[config.mk]
export PLATFORM = sky130hd
export DESIGN_NAME = ldif_attribute_line_parser
export DESIGN_NICKNAME = d
export VERILOG_FILES = /design/src/hw/rtl/ldif_lp_pkg.sv /design/src/hw/rtl/ldif_lp_step.sv /design/src/hw/rtl/ldif_attribute_line_parser.sv
export SDC_FILE = /design/constraint.sdc
export NUM_CORES = 1
export LEC_CHECK = 0
export BUFFER_PORTS_ARGS = -buffer_cell sky130_fd_sc_hd__buf_2
export CAP_MARGIN = 30
export CORE_ASPECT_RATIO = 1.1
export CORE_UTILIZATION = 54
export DETAILED_ROUTE_END_ITERATION = 7
export PLACE_DENSITY_LB_ADDON = 0.15
export SYNTH_ARGS = -nofsm -noshare
export SYNTH_HDL_FRONTEND = slang
export SYNTH_SLANG_ARGS = --single-unit
export TNS_END_PERCENT = 20
[constraint.sdc]
create_clock -name aclk -period 2.6 [get_ports aclk]
set_input_delay 0.39 -clock aclk [delete_from_list [all_inputs] [get_ports aclk]]
set_output_delay 0.39 -clock aclk [all_outputs]
set_load 0.05 [all_outputs]
[src/hw/rtl/ldif_lp_pkg.sv]
// Shared types, phase and status codes, and character helpers for the
// attribute line parser. No dependencies.

package ldif_lp_pkg;

    localparam logic [2:0] PH_LEAD   = 3'd0;
    localparam logic [2:0] PH_TYPE   = 3'd1;
    localparam logic [2:0] PH_COLON  = 3'd2;
    localparam logic [2:0] PH_SKIP   = 3'd3;
    localparam logic [2:0] PH_VALUE  = 3'd4;
    localparam logic [2:0] PH_IGNORE = 3'd5;

    localparam logic [1:0] ST_OK       = 2'd0;
    localparam logic [1:0] ST_NO_COLON = 2'd1;
    localparam logic [1:0] ST_EMPTY    = 2'd2;
    localparam logic [1:0] ST_BAD_B64  = 2'd3;

    localparam logic [7:0] CH_COLON  = 8'h3A;
    localparam logic [7:0] CH_PAD    = 8'h3D;
    localparam logic [7:0] CH_MARKER = 8'h01;

    typedef struct packed {
        logic [2:0]  phase;
        logic [3:0]  withheld_spaces;
        logic [1:0]  group_position;
        logic [5:0]  carry_bits;
        logic [1:0]  error_code;
        logic        base64_mode;
        logic [11:0] value_count;
    } parse_state_t;

    typedef struct packed {
        logic        has_byte;
        logic        in_value;
        logic [7:0]  out_byte;
        logic [3:0]  space_run;
        logic        line_done;
        logic [1:0]  status;
        logic        value_is_base64;
        logic [11:0] value_length;
    } parse_result_t;

    localparam parse_state_t STATE_RESET = '{
        phase: PH_LEAD, withheld_spaces: 4'd0, group_position: 2'd0,
        carry_bits: 6'd0, error_code: ST_OK, base64_mode: 1'b0,
        value_count: 12'd0
    };

    function automatic logic is_ws(input logic [7:0] c);
        return (c == 8'h20) || (c inside {[8'h09:8'h0D]});
    endfunction

    // Returns {invalid, sextet}; invalid is set for bytes outside the alphabet.
    function automatic logic [6:0] sextet_of(input logic [7:0] c);
        logic [7:0] d;
        d = 8'd0;
        if (c inside {[8'h41:8'h5A]}) begin
            d = c - 8'h41;
            return {1'b0, d[5:0]};
        end else if (c inside {[8'h61:8'h7A]}) begin
            d = c - 8'h47;
            return {1'b0, d[5:0]};
        end else if (c inside {[8'h30:8'h39]}) begin
            d = c + 8'h04;
            return {1'b0, d[5:0]};
        end else if (c == 8'h2B) begin
            return 7'h3E;
        end else if (c == 8'h2F) begin
            return 7'h3F;
        end
        return 7'h40;
    endfunction

endpackage

[src/hw/rtl/ldif_lp_step.sv]
// Next-state and result logic for one byte of an attribute line.
// Depends on ldif_lp_pkg.

module ldif_lp_step
    import ldif_lp_pkg::*;
#(
    parameter int MAX_VALUE_LEN = 4095,
    parameter int MAX_SPACE_RUN = 15
) (
    input  parse_state_t  cur,
    input  logic [7:0]    char_in,
    input  logic          end_of_line,
    output parse_state_t  nxt,
    output parse_result_t res,
    output logic          produce
);

    localparam logic [11:0] LEN_LIMIT =
        (MAX_VALUE_LEN < 4095) ? 12'(MAX_VALUE_LEN) : 12'd4095;
    localparam logic [3:0] SPACE_LIMIT =
        (MAX_SPACE_RUN < 15) ? 4'(MAX_SPACE_RUN) : 4'd15;

    parse_state_t  st;
    parse_result_t r;
    logic          consumed;
    logic          emit;
    logic [6:0]    sx;

    always_comb begin
        st       = cur;
        r        = '0;
        consumed = 1'b0;
        emit     = 1'b0;
        sx       = sextet_of(char_in);

        // The byte right after the colon decides between plain and base64 value.
        if (st.phase == PH_COLON) begin
            st.phase = PH_SKIP;
            if (char_in == CH_COLON) begin
                st.base64_mode = 1'b1;
                consumed       = 1'b1;
            end
        end

        if (!consumed) begin
            case (st.phase)
                PH_LEAD, PH_TYPE: begin
                    if (char_in == CH_COLON) begin
                        st.withheld_spaces = 4'd0;
                        st.phase           = PH_COLON;
                    end else if (is_ws(char_in)) begin
                        if (st.phase == PH_TYPE && st.withheld_spaces < SPACE_LIMIT) begin
                            st.withheld_spaces = st.withheld_spaces + 4'd1;
                        end
                    end else begin
                        r.has_byte         = 1'b1;
                        r.out_byte         = char_in;
                        r.space_run        = st.withheld_spaces;
                        st.withheld_spaces = 4'd0;
                        st.phase           = PH_TYPE;
                    end
                end
                PH_SKIP, PH_VALUE: begin
                    if (!(st.phase == PH_SKIP && is_ws(char_in))) begin
                        st.phase = PH_VALUE;
                        if (char_in != CH_MARKER) begin
                            if (!st.base64_mode) begin
                                r.has_byte = 1'b1;
                                r.out_byte = char_in;
                                emit       = 1'b1;
                            end else if (char_in == CH_PAD) begin
                                if (st.group_position < 2'd2) begin
                                    st.error_code = ST_BAD_B64;
                                end
                                st.phase          = PH_IGNORE;
                                st.group_position = 2'd0;
                            end else if (sx[6]) begin
                                st.error_code     = ST_BAD_B64;
                                st.phase          = PH_IGNORE;
                                st.group_position = 2'd0;
                            end else begin
                                case (st.group_position)
                                    2'd0: begin
                                        st.carry_bits = sx[5:0];
                                    end
                                    2'd1: begin
                                        r.out_byte    = {st.carry_bits, sx[5:4]};
                                        st.carry_bits = {2'b00, sx[3:0]};
                                        emit          = 1'b1;
                                    end
                                    2'd2: begin
                                        r.out_byte    = {st.carry_bits[3:0], sx[5:2]};
                                        st.carry_bits = {4'b0000, sx[1:0]};
                                        emit          = 1'b1;
                                    end
                                    default: begin
                                        r.out_byte    = {st.carry_bits[1:0], sx[5:0]};
                                        st.carry_bits = 6'd0;
                                        emit          = 1'b1;
                                    end
                                endcase
                                st.group_position = st.group_position + 2'd1;
                                r.has_byte        = emit;
                            end
                            if (emit) begin
                                r.in_value = 1'b1;
                                if (st.value_count < LEN_LIMIT) begin
                                    st.value_count = st.value_count + 12'd1;
                                end
                            end
                        end
                    end
                end
                default: begin
                end
            endcase
        end

        r.line_done       = end_of_line;
        r.value_is_base64 = st.base64_mode;
        r.value_length    = st.value_count;
        if (end_of_line) begin
            case (st.phase)
                PH_LEAD, PH_TYPE:  r.status = ST_NO_COLON;
                PH_COLON, PH_SKIP: r.status = ST_EMPTY;
                PH_VALUE: begin
                    r.status = (st.base64_mode && st.group_position != 2'd0) ?
                               ST_BAD_B64 : ST_OK;
                end
                default:           r.status = st.error_code;
            endcase
        end

        nxt     = end_of_line ? STATE_RESET : st;
        res     = r;
        produce = r.has_byte | end_of_line;
    end

endmodule

[src/hw/rtl/ldif_attribute_line_parser.sv]
// Top level of the attribute line parser: parse state and result register
// around the per-byte step logic. Depends on ldif_lp_pkg and ldif_lp_step.
//
//  Channel | Ports                                         | Moves
//  --------+-----------------------------------------------+----------------------------
//  s_      | s_valid s_ready s_char_in s_end_of_line       | one line byte per request
//  m_      | m_valid m_ready m_has_byte ... m_value_length | zero or one result per byte
//
// One byte is accepted per clock while s_ready is high; any result is on m_ the next cycle.
// The parse state and the result register are loaded in the same cycle that accepts a byte.
// s_ready is low only while a result is held and m_ready is low.
// aresetn is synchronous and active low; it empties the result register and
// returns the parser to the leading whitespace phase.

module ldif_attribute_line_parser
    import ldif_lp_pkg::*;
#(
    parameter int MAX_VALUE_LEN = 4095,
    parameter int MAX_SPACE_RUN = 15
) (
    input  logic        aclk,
    input  logic        aresetn,
    input  logic        s_valid,
    output logic        s_ready,
    input  logic [7:0]  s_char_in,
    input  logic        s_end_of_line,
    output logic        m_valid,
    input  logic        m_ready,
    output logic        m_has_byte,
    output logic        m_in_value,
    output logic [7:0]  m_out_byte,
    output logic [3:0]  m_space_run,
    output logic        m_line_done,
    output logic [1:0]  m_status,
    output logic        m_value_is_base64,
    output logic [11:0] m_value_length
);

    parse_state_t  state_reg;
    parse_state_t  state_next;
    parse_result_t res_reg;
    parse_result_t res_next;
    logic          m_valid_reg;
    logic          produce;
    logic          accept;

    ldif_lp_step #(
        .MAX_VALUE_LEN(MAX_VALUE_LEN),
        .MAX_SPACE_RUN(MAX_SPACE_RUN)
    ) u_step (
        .cur        (state_reg),
        .char_in    (s_char_in),
        .end_of_line(s_end_of_line),
        .nxt        (state_next),
        .res        (res_next),
        .produce    (produce)
    );

    assign s_ready = !m_valid_reg || m_ready;
    assign accept  = s_valid && s_ready;

    always_ff @(posedge aclk) begin
        if (!aresetn) begin
            state_reg   <= STATE_RESET;
            m_valid_reg <= 1'b0;
        end else begin
            if (accept) begin
                state_reg   <= state_next;
                m_valid_reg <= produce;
            end else if (m_ready) begin
                m_valid_reg <= 1'b0;
            end
        end
    end

    always_ff @(posedge aclk) begin
        if (accept) begin
            res_reg <= res_next;
        end
    end

    assign m_valid           = m_valid_reg;
    assign m_has_byte        = res_reg.has_byte;
    assign m_in_value        = res_reg.in_value;
    assign m_out_byte        = res_reg.out_byte;
    assign m_space_run       = res_reg.space_run;
    assign m_line_done       = res_reg.line_done;
    assign m_status          = res_reg.status;
    assign m_value_is_base64 = res_reg.value_is_base64;
    assign m_value_length    = res_reg.value_length;

endmodule

Word level (Yosys, flattened, before mapping)
Cells that the tools add are included.
{ "word_totals": {"regBits": 61, "inputBits": 13, "elab_cells": 161} }
{ "op_classes": {"addsub": 6, "n_lt_le_gt_ge": 11, "n_eq_ne": 21, "mux": 75, "bitwise": 4, "n_reduce_logical": 28} }
{ "ops": {"columns": ["op", "n"], "rows": [
  ["$mux W12", 8],
  ["$mux W10", 6],
  ["$mux W7", 7],
  ["$eq A8 B6 Y1 const B", 5],
  ["$mux W30", 1],
  ["$mux W1", 24],
  ["$mux W8", 3],
  ["$pmux W8 S3", 1],
  ["$mux W3", 6],
  ["$pmux W6 S3", 1],
  ["$mux W17", 1],
  ["$ge A8 B7 Y1 const B", 2],
  ["$le A8 B7 Y1 const B", 2],
  ["$mux W4", 4],
  ["$pmux W8 S2", 1],
  ["$mux W14", 1],
  ["$add A12 B1 Y12 const B", 1],
  ["$eq A3 B2 Y1 const B", 4],
  ["$lt A12 B12 Y1 const B", 1],
  ["$mux W2", 6],
  ["$mux W6", 2],
  ["$reduce_bool A2 Y1", 6],
  ["$ge A8 B4 Y1 const B", 1],
  ["$ge A8 B6 Y1 const B", 1],
  ["other kinds (30)", 50]
]} }

Depth between registers and ports, before layout
{ "logic_depth": {"ltp_word": 21, "ltp_mapped": 11, "ltp_nobuf": 10} }

Cells and area by module
A second synthesis with hierarchy kept.
{ "hier_totals": {"cells_unflattened": 486, "hier_area_um2": 4411.7} }
{ "by_module_without_submodules": {"columns": ["mod", "instances", "cells_per_inst", "area_per_inst_um2", "seq_area_each_um2"], "rows": [
  ["ldif_lp_step", 1, 320, 2230.9, 0.0],
  ["ldif_attribute_line_parser", 1, 166, 2180.8, 1521.5]
]} }

Least setup slack after synthesis
OpenSTA, ideal clock, no wires.
{ "synth_timing": {"kind": "reg2reg", "from": "register m_valid_reg (netlist: m_valid)", "to": "register state_reg[27] (netlist name)", "setup_time_ps": 119, "arrival_time_ps": 2799, "setup_slack_ps": -318, "path_stages_with_launch": 7, "path_buffers": 1, "synth_period_minus_slack_ps": 2918, "cell_sequence": "dfxtp_1 -> nand2b_1 -> nand2_1 -> inv_1 -> clkbuf_1 -> o21ai_0 -> o221a_2"} }
{ "synth_via": {"elab_chain_cells": 3} }
{ "synth_lines": {"columns": ["element", "line", "rtl"], "rows": [
  ["start: declaration", "ldif_attribute_line_parser.sv:43", "logic m_valid_reg;"],
  ["start signal: assignment", "ldif_attribute_line_parser.sv:69", "m_valid_reg <= produce;"],
  ["$logic_not A1 Y1", "ldif_attribute_line_parser.sv:59", "assign s_ready = !m_valid_reg || m_ready;"],
  ["$logic_or A1 B1 Y1", "ldif_attribute_line_parser.sv:59", null],
  ["net s_ready", "ldif_attribute_line_parser.sv:24", "output logic s_ready,"],
  ["$logic_and A1 B1 Y1", "ldif_attribute_line_parser.sv:60", "assign accept = s_valid && s_ready;"],
  ["net accept", "ldif_attribute_line_parser.sv:45", "logic accept;"],
  ["end signal: assignment", "ldif_attribute_line_parser.sv:68", "state_reg <= state_next;"],
  ["end: declaration", "ldif_attribute_line_parser.sv:39", "parse_state_t state_reg;"]
]} }
The timed path passes the listed nets, and every way through them passes these cells.
A chain may end at the register's enable or synchronous reset.

==> results.tsv <==
stage	metric	value	unit
worst_setup_path	CP max stage cell	a311o_2	
sta	Slew Viols, Final	0	
layout	share of cells above drive strength 1	0.313	
min_path	hold path endpoint	m_valid	
clock_network	CTS tree	built	
worst_setup_path	required time worst endpoint	2690	ps
min_path	hold crit path type	input port to flip-flop	
placement	IO buf count	44	
yosys	Syn Area/Cell	8.71	µm²
worst_setup_path	crit path kind	input port to flip-flop	
clock_network	root buffer cell	clkbuf_8	
worst_setup_path	type of origin of the critical path	input port	
routing	First-pass DRT Iterations	7	
sta	Slew headroom	0.463	
clock_network	H-tree Lvls	3	
global_route	first-pass GRT wire length	19400	µm
sta	Max Clk Rate	0.400	GHz
yosys	Mapped Cells	467	
yosys	synthesized flop and latch total	61	
clock_network	Bufs on Longest Clock Path	2	
worst_setup_path	CP Max Fanout	6	
placement	HPWL after DPL	8900	µm
sta	worst clock skew	10.2	ps
global_route	GRT overflow	0	
min_path	Hold Crit Depth	3	
worst_setup_path	slowest stage delay, CP	430	ps
sta	Final setup viols	0	
sta	final hold violations	0	
outcome	status	complete, but fails checks	
clock_network	Clk pin slew, worst setup/hold paths	70	ps
layout	number of antenna diodes	0	
placement	dpl ws	-439	ps
sta	Least-Margin Pin Slew	798	ps
layout	# fillers	553	
layout	commonest non-fill, non-tap cell in the layout	buf_4	
global_route	initial antenna violation count	0	
floorplanning	die area	7890	µm²
routing	WL/cell	18.0	µm
placement	GP Congestion	0.931	
yosys	Post-Syn Nets	496	
clock_network	clock latency on the worst-skew pair	350	ps
worst_setup_path	reg2reg path depth	7	
yosys	Primary FF master, synth	dfxtp_1	
routing	Routed WL	12200	µm
routing	routed vias/inst	6.39	
yosys	distinct cell type count of the synthesized netlist	70	
clock_network	CTS Buf Count	9	
worst_setup_path	Worst R2R End	m_value_length[9]	
yosys	Async SR Flop Fraction	0	
floorplanning	Die Y	93.0	µm
layout	Final #Nets	615	
routing	drt drc	1	
floorplanning	die width	84.8	µm
placement	placed inst area	4960	µm²
global_route	vias in the first global route	4116	
floorplanning	initial core utilization	0.568	
yosys	synthesized area	4070	µm²
layout	multi-input gate area in the final layout	2490	µm²
clock_network	clk sinks	61	
sta	Final min period	2500	ps
global_route	GRT Total Usage	0.313	
layout	commonest cells after routing, fill and taps aside	buf_4, buf_2, nand2_1	
worst_setup_path	Reg2Reg Setup Slack	230	ps
sta	min setup slack post-route	97.6	ps
worst_setup_path	origin of the critical flop-to-flop path	state_reg[28]	
sta	Final Cycle Share	0.962	
global_route	largest net degree at the start of global routing	43	
floorplanning	Boundary Pins	45	
outcome	violated checks	DRC	
layout	Sequential Area	1520	µm²
placement	Cells after DPL	658	
routing	ANT nets after route	0	
min_path	min-delay src	s_valid	
run	max-cap violations	0	
worst_setup_path	CP cell instances	buf_2 > inv_2 > ha_4 > nand2b_4 > a211o_1 > a311o_2 > a21oi_4 > buf_6 > o21ai_4 > buf_4 > o32a_1	
yosys	EDFF count, synth	30	
worst_setup_path	Crit. End Element	flip-flop	
layout	layout overhead on the synthesized area	30.7	%
layout	Non-Filler Instances	676	
yosys	yosys warns	0	
worst_setup_path	WP data arrival	2600	ps
pwr	worst vdd ir	0.273	mV
layout	Design Area, Final	5320	µm²
routing	via count	4317	
layout	max reg flops	30	
yosys	sequential fraction of the synthesis area	0.374	
pwr	Static Leak	2.05	nW
floorplanning	Row Count	32	
routing	Iter 0 DRT Violations	312	
pwr	Pwr Density	456	nW/µm²
floorplanning	Core ar.	7170	µm²
==> critical path, delay by kind of cell <==
family                   cells  cell delay (ps)
AND/OR/NAND/NOR              1              140
AO/OA/AOI/OAI                5             1410
adder cells (fa/ha/maj)      1              170
buffers and inverters        4              490
==> where the power goes <==
part           internal [mW]  leakage, nW  total [mW]  switching [mW]
clock network          0.564        0.112       0.960           0.396
registers               1.04        0.546        1.04         0.00678
logic                  0.139         1.39       0.421           0.282
==> synthesized netlist by cell type, drive strengths merged, types with 5 or more instances <==
cell | count | area [µm²]
o22ai | 5 | 31.3
nand3 | 19 | 95.1
o221ai | 5 | 43.8
edfxtp | 30 | 901
clkbuf | 19 | 71.3
and3 | 12 | 75.1
nand2 | 38 | 143
and2 | 5 | 31.3
nor4 | 5 | 31.3
a22oi | 5 | 37.5
a31oi | 15 | 109
inv | 21 | 78.8
nor3 | 13 | 65.1
dfxtp | 31 | 621
o31ai | 9 | 67.6
xnor2 | 7 | 61.3
or4 | 8 | 60.1
buf | 5 | 30.0
nor2 | 33 | 124
a41oi | 6 | 52.6
xor2 | 5 | 43.8
ha | 16 | 200
nand4 | 8 | 50.1
a21oi | 35 | 190
o211ai | 9 | 67.6
o21ai | 29 | 149
==> layout make-up <==
cell class                 count  share of cell area
timing repair buffer         132               0.168
multi-input combinational    361               0.469
tap                           85              0.0200
sequential                    61               0.286
inverter                      21              0.0148
clock inverter                 6              0.0162
clock buffer                  10              0.0259
==> layer usage <==
metal / share of wire / global-route usage / up-vias
li1: - / - / 2061
met1: 0.41 / 0.375 / 2022
met2: 0.49 / 0.540 / 190
met3: 0.057 / 0.0485 / 44
met4: 0.035 / 0.171 / 0
met5: 0 / 0 / -
==> logic make-up (layout without fill, tap and decap cells) <==
family / after synthesis / after routing / synth area share
simple gates: 167 / 167 / 0.217
compound gates: 163 / 163 / 0.282
flops: 61 / 61 / 0.374
buf+inv: 45 / 169 / 0.0443
fa+ha+maj: 16 / 16 / 0.0492
xor+xnor: 12 / 12 / 0.0258
mux: 3 / 3 / 0.00799
==> per-stage QoR <==
| stage | TNS [ps] | power, mW | hold WS (ps) | utilization |
|---|---|---|---|---|
| 2_1_floorplan | -948 | 1.32 | 441 | - |
| 3_3_place_gp | -9050 | 1.46 | 462 | 0.692 |
| 3_5_place_dp | -11200 | 1.46 | 472 | 0.692 |
| 4_1_cts | -23.3 | 2.41 | 335 | 0.724 |
| 5_1_grt | -32.8 | 2.49 | 330 | 0.742 |
| 6_report | 0 | 2.42 | 317 | 0.742 |
==> how the worst max path moves through the flow <==
stage | start | endpoint | slack (ps) | cells after the start
after detailed placement | s_char_in[2] | m_valid | -440 | 13
after CTS | s_char_in[1] | state_reg[3] | -20 | 10
after global placement | s_char_in[2] | m_value_length[8] | -360 | 11
after floorplan | s_char_in[0] | state_reg[19] | -130 | 10
after global routing | s_char_in[0] | state_reg[17] | -20 | 11
final | s_char_in[1] | m_value_length[9] | 100 | 11
==> what timing repair did <==
item	4_1_cts	5_1_grt
hold buffers	0	0
buffers inserted	0	2
setup endpoints to repair	3	36
resized for setup	1	29
pin swaps	0	11
Power figures use the tool's default switching activity.
